**config.mk**
```make
export PLATFORM = sky130hd
export DESIGN_NAME = iopb_ctrl
export DESIGN_NICKNAME = d
export VERILOG_FILES = /design/src/rtl/iopb_pkg.sv /design/src/rtl/iopb_ctrl.sv
export VERILOG_INCLUDE_DIRS = /design/src /design/src/rtl
export SDC_FILE = /design/constraint.sdc
export NUM_CORES = 1
export LEC_CHECK = 0
export ABC_AREA = 0
export BUFFER_PORTS_ARGS = -buffer_cell sky130_fd_sc_hd__buf_2
export CORE_ASPECT_RATIO = 0.5
export CORE_MARGIN = 2
export CORE_UTILIZATION = 25
export DETAILED_ROUTE_END_ITERATION = 10
export PLACE_DENSITY_LB_ADDON = 0.08
export SYNTH_ARGS = -nofsm -noshare
export SYNTH_HDL_FRONTEND = slang
export SYNTH_SLANG_ARGS = --single-unit
```
**constraint.sdc**
```tcl
create_clock -name clk -period 4.5 [get_ports clk]
set_clock_uncertainty 0.05 [all_clocks]
set_input_delay 0.45 -clock clk [delete_from_list [all_inputs] [get_ports clk]]
set_output_delay 0.45 -clock clk [all_outputs]
set_load 0.01 [all_outputs]
```
**src/rtl/assert_macros.svh**
```systemverilog
// Assertion helpers shared by the RTL files.
`ifndef ASSERT_MACROS_SVH
`define ASSERT_MACROS_SVH

// Check a property on every rising clock edge outside reset.
`define ASSERT_CLK(label, prop, msg) \
  label: assert property (@(posedge clk) disable iff (rst) (prop)) else $error(msg);

// Check a property on every rising clock edge, reset included.
`define ASSERT_ALWAYS(label, prop, msg) \
  label: assert property (@(posedge clk) (prop)) else $error(msg);

`endif

```
**src/rtl/iopb_pkg.sv**
```systemverilog
`timescale 1ns / 1ps
// ----------------------------------------------------------------------------
// iopb_pkg
// Shared constants, codes and control/status types of the I/O permission
// bitmap block.
// ----------------------------------------------------------------------------
package iopb_pkg;

  localparam int MAP_BYTES = 8192;
  localparam int PORT_BITS = 16;

  localparam int PORT_W = 16;
  localparam int CNT_W  = 14;
  localparam int ADDR_W = (MAP_BYTES > 1) ? $clog2(MAP_BYTES) : 1;

  localparam logic [PORT_W-1:0] PORT_MASK = PORT_W'((32'd1 << PORT_BITS) - 32'd1);
  localparam logic [CNT_W-1:0]  MAP_LIMIT = CNT_W'(MAP_BYTES);
  localparam logic [CNT_W-1:0]  MAP_LAST  = CNT_W'(MAP_BYTES - 1);
  localparam logic [7:0]        BYTE_FULL = 8'hff;

  typedef enum logic [1:0] {
    OP_GRANT    = 2'd0,
    OP_REVOKE   = 2'd1,
    OP_CHECK    = 2'd2,
    OP_RESERVED = 2'd3
  } op_t;

  typedef enum logic [1:0] {
    RD_WALK  = 2'd0,
    RD_CHECK = 2'd1,
    RD_TRIM  = 2'd2,
    RD_NONE  = 2'd3
  } rd_sel_t;

  typedef struct packed {
    logic    load;
    logic    clr_write;
    logic    walk_start;
    logic    rd;
    rd_sel_t rd_sel;
    logic    wr_walk;
    logic    grant_count;
    logic    trim_dec;
    logic    result_load;
  } cmd_t;

  typedef struct packed {
    op_t  op;
    logic range_bad;
    logic revoke_ok;
    logic walk_in_map;
    logic walk_at_last;
    logic clr_done;
    logic used_zero;
    logic byte_full;
    logic out_free;
  } sts_t;

endpackage

```
**src/rtl/iopb_ctrl.sv**
```systemverilog
`timescale 1ns / 1ps
// ----------------------------------------------------------------------------
// iopb_ctrl
// Sequencer: clearing pass, request decode, byte walk, count trim and
// result handoff.
// ----------------------------------------------------------------------------
`include "assert_macros.svh"

module iopb_ctrl import iopb_pkg::*; (
  input  logic clk,
  input  logic rst,
  input  logic in_valid,
  output logic in_ready,
  input  sts_t sts,
  output cmd_t cmd
);

  typedef enum logic [8:0] {
    S_CLEAR    = 9'b000000001,
    S_IDLE     = 9'b000000010,
    S_DECODE   = 9'b000000100,
    S_RD       = 9'b000001000,
    S_WR       = 9'b000010000,
    S_TRIM_RD  = 9'b000100000,
    S_TRIM_CHK = 9'b001000000,
    S_CHECK    = 9'b010000000,
    S_DONE     = 9'b100000000
  } state_t;

  state_t state;
  state_t state_next;

  always_ff @(posedge clk) begin
    if (rst) begin
      state <= S_CLEAR;
    end else begin
      state <= state_next;
    end
  end

  assign in_ready = state == S_IDLE;

  always_comb begin
    cmd        = '0;
    cmd.rd_sel = RD_NONE;
    state_next = state;
    case (state)
      S_CLEAR: begin
        cmd.clr_write = 1'b1;
        if (sts.clr_done) begin
          state_next = S_IDLE;
        end
      end
      S_IDLE: begin
        if (in_valid) begin
          cmd.load   = 1'b1;
          state_next = S_DECODE;
        end
      end
      S_DECODE: begin
        case (sts.op)
          OP_CHECK: begin
            cmd.rd     = 1'b1;
            cmd.rd_sel = RD_CHECK;
            state_next = S_CHECK;
          end
          OP_GRANT: begin
            if (sts.range_bad) begin
              state_next = S_DONE;
            end else begin
              cmd.walk_start = 1'b1;
              state_next     = S_RD;
            end
          end
          OP_REVOKE: begin
            if (sts.range_bad || !sts.revoke_ok) begin
              state_next = S_DONE;
            end else begin
              cmd.walk_start = 1'b1;
              state_next     = S_RD;
            end
          end
          default: state_next = S_DONE;
        endcase
      end
      S_RD: begin
        if (sts.walk_in_map) begin
          cmd.rd     = 1'b1;
          cmd.rd_sel = RD_WALK;
          state_next = S_WR;
        end else if (sts.op == OP_GRANT) begin
          cmd.grant_count = 1'b1;
          state_next      = S_DONE;
        end else begin
          state_next = S_TRIM_RD;
        end
      end
      S_WR: begin
        cmd.wr_walk = 1'b1;
        if (!sts.walk_at_last) begin
          state_next = S_RD;
        end else if (sts.op == OP_GRANT) begin
          cmd.grant_count = 1'b1;
          state_next      = S_DONE;
        end else begin
          state_next = S_TRIM_RD;
        end
      end
      S_TRIM_RD: begin
        if (sts.used_zero) begin
          state_next = S_DONE;
        end else begin
          cmd.rd     = 1'b1;
          cmd.rd_sel = RD_TRIM;
          state_next = S_TRIM_CHK;
        end
      end
      S_TRIM_CHK: begin
        if (sts.byte_full) begin
          cmd.trim_dec = 1'b1;
          state_next   = S_TRIM_RD;
        end else begin
          state_next = S_DONE;
        end
      end
      S_CHECK: begin
        state_next = S_DONE;
      end
      S_DONE: begin
        if (sts.out_free) begin
          cmd.result_load = 1'b1;
          state_next      = S_IDLE;
        end
      end
      default: state_next = S_CLEAR;
    endcase
  end

  `ASSERT_CLK(a_load_decode, cmd.load |=> state == S_DECODE, "request load without decode")
  `ASSERT_CLK(a_result_free, cmd.result_load |-> sts.out_free,
              "result loaded over a pending result")
  `ASSERT_CLK(a_wr_after_rd, state == S_WR |-> $past(cmd.rd) && $past(cmd.rd_sel == RD_WALK),
              "byte write without its read")

endmodule

```
==> impl_metrics.csv <==
group,metric,value,unit
critical_path,crit_slowest_cell,"dfxtp_1",
floorplanning,die_h,42.98,µm
layout,layout-drive-gt1-share,35.65,%
hold_path,min_to,"state[6]$_SDFFE_PP0P_",
timing,period_minus_slack,2.506,ns
detailed_routing,detail_route.drc_violations,0,
job,drv_cap,0,
timing,rsz0062_at_grt,"false",
layout,antennaDiodeCount,0,
clock_network,clockBufferDepth,2,
clock_network,cts_setup_buffers,0,
clock_network,ctsResizeCount,0,
power_and_ir_drop,clock_power_share,37.0,%
timing,hold_viol,0,
synth,ys_ff_latch,9,
timing,slew_headroom,67.88,%
critical_path,cp-startpoint,"state[8]$_SDFFE_PP0P_",
synth,synth_nets,105,
detailed_routing,wire_per_inst,13.44,µm
floorplanning,die_w,81.95,µm
critical_path,path_cells,"nor4_4 > nand3_2 > nor3b_1 > nor2_1 > mux2i_1 > buf_2",
placement,port-buffer-count,23,
floorplanning,ios,24,
synth,synthCells,92,
power_and_ir_drop,p_total,0.2619,mW
critical_path,slowest_delay,0.45,ns
floorplanning,rows,14,
detailed_routing,finalWirelength,2083,µm
critical_path,required,4.00,ns
clock_network,cts.sinks,9,
critical_path,r2r_end,"state[0]$_SDFFE_PP1P_",
synth,synth_top_area_cell,"dfxtp_1",
floorplanning,dieArea,3522,µm²
synth,ys_types,46,
synth,synth_common_cells,"nor2_1, dfxtp_1, inv_1",
critical_path,r2r_slack,2.58,ns
grt,overflow,0,
critical_path,crit_family,"simple AND/OR/NAND/NOR gates",
detailed_routing,dr.first_iter.drc_count,36,
power_and_ir_drop,powerDensity,280.6,nW/µm²
critical_path,critPathMaxFanout,12,
hold_path,hold_depth,2,
timing,fmax,0.3990,GHz
clock_network,root_buffer,"clkbuf_8",
synth,syn_area,759.5,µm²
timing,fin_crit_sh,55.69,%
grt,grt_pass1_vias,686,
grt,antenna_found_initial,0,
synth,syn_area_per_cell,8.255,µm²
grt,grt_use_met1,18.67,%
clock_network,hold_buffers,0,
critical_path,crit_buf_inv,1,
grt,grt_pass1_wl,3263,µm
synth,async_reset_ff_share,0,%
synth,synth_edf_count,0,
clock_network,cts_tree,"built",
layout,largest_register_ffs,9,
power_and_ir_drop,switching_power,0.08442,mW
power_and_ir_drop,internal-power,0.1775,mW
power_and_ir_drop,comb_power_share,26.5,%
layout,largest_register,"state",
grt,met2_usage,16.59,%
critical_path,endpoint_kind,"output port",
layout,reg_top3,"state x9",
grt,met3_usage,4.681,%
clock_network,clk_latency,0.24,ns
critical_path,reg2reg_depth,6,
placement,place_congestion,0.7758,
synth,synth_ff_type,"dfxtp_1",
detailed_routing,via_per_inst,4.768,
status,status,"finished clean",
placement,dp_hpwl,1672,µm
timing,setup_viol,0,
layout,final_nets,129,
hold_path,hold_class,"input pin to flop",
clock_network,clk_pin_slew,0.05,ns
layout,utilization,31.72,%
timing,tightest_slew,0.4811,ns
power_and_ir_drop,irDropWorstVdd,0.08397,mV
power_and_ir_drop,switching_share,32.23,%
power_and_ir_drop,p_leak,0.4121,nW
critical_path,crit_type,"flop to output port",
synth,synthTopCellsByArea,"dfxtp_1, nor2_1, a2111oi_4",
synth,yosysTopAreaCellShare,23.72,%
grt,grt_max_degree,13,
grt,grt-busiest-layer,"met1",
synth,ys_seq_area_share,23.72,%
layout,area_delta_synth_final,22.90,%
detailed_routing,antenna_left,0,
hold_path,holdCritStartpoint,"sts[2]",
clock_network,cts-buffers-inserted,3,
critical_path,worstReg2RegStart,"state[8]$_SDFFE_PP0P_",
timing,tns,0,ns
detailed_routing,firstDrtPassIters,4,
power_and_ir_drop,power_frac_seq,36.4,%
synth,synth_warnings,0,
timing,drv_slew,0,
floorplanning,initial_core_util,25.81,%
grt,grt_usage,12.53,%
detailed_routing,num_vias,739,
critical_path,arrival,2.01,ns
clock_network,htreeDepth,1,
critical_path,cp-start-kind,"flop",
synth,yosysMostFrequentCell,"nor2_1",
floorplanning,design.core.area,2943,µm²
## cell families (layout without fill, tap and decap cells)
group / count (synthesis) / after routing / synth area share (%)
simple gates: 51 / 51 / 45.14
compound gates: 18 / 18 / 18.29
buf+inv: 10 / 33 / 7.908
flops: 9 / 9 / 23.72
xor+xnor: 2 / 2 / 2.307
mux: 2 / 2 / 2.636
## final cells by class
type	count	area, µm²
Clock inverter	1	5.005
Timing Repair Buffer	23	115.1
Inverter	6	22.52
Fill cell	345	2009
Clock buffer	3	41.29
Sequential cell	9	180.2
Multi-Input combinational cell	73	519.2
Tap cell	40	50.05
## placed cells by master, fill, tap and decap left out, types with 2 or more instances in the layout
cell | netlist | layout
and3_2 | 2 | 2
nand2b_1 | 3 | 3
and2b_2 | 2 | 2
mux2i_1 | 2 | 2
nor2_1 | 16 | 16
dfxtp_1 | 9 | 9
nor4b_1 | 2 | 2
clkbuf_8 | 0 | 3
buf_2 | 0 | 23
inv_1 | 6 | 6
a21oi_1 | 4 | 4
nor3_1 | 3 | 3
nor4_1 | 2 | 2
a31oi_1 | 2 | 2
o21ai_0 | 3 | 3
nor2b_1 | 2 | 2
or3_1 | 2 | 2
## worst max-delay path by stage
| stage | endpoint | slack, ns | cells after the start |
|---|---|---|---|
| CTS | cmd[6] | 1.97 | 6 |
| finish | cmd[6] | 1.99 | 6 |
| global placement | cmd[6] | 2.22 | 6 |
| floorplan | cmd[6] | 2.50 | 6 |
| global route | cmd[6] | 1.81 | 6 |
| detailed placement | cmd[6] | 2.24 | 6 |
## metrics by stage
stage	instances	setup slack [ns]	hold WS [ns]	cell area (µm²)
after detailed placement	151	2.244	0.5709	887.1
after floorplan	92	2.505	0.4669	759.5
after global placement	151	2.225	0.5764	887.1
final	155	1.994	0.3790	933.4
after global routing	155	1.806	0.3711	933.4
after CTS	155	1.971	0.3739	933.4
## metal layers
layer  wire (µm)  up-vias
li1            -      386
met5           0        -
met1        1136      328
met3         136        2
met2         791       23
met4          18        0
## power groups by stage
| stage | combinational [mW] | sequential (mW) | clock (mW) |
|---|---|---|---|
| after floorplan | 0.0530 | 0.0892 | 0 |
| after global placement | 0.0727 | 0.0969 | 0 |
| after detailed placement | 0.0691 | 0.0966 | 0 |
| final | 0.0695 | 0.0954 | 0.0970 |
| after CTS | 0.0697 | 0.0952 | 0.0998 |
| after global routing | 0.0772 | 0.0964 | 0.104 |
## worst register-to-register path, delay by kind of cell (launching register included)
| kind | cells | cell delay (ns) |
|---|---|---|
| compound gates | 4 | 0.73 |
| flops | 1 | 0.61 |
| simple gates | 2 | 0.41 |
Power figures use the tool's default switching activity.
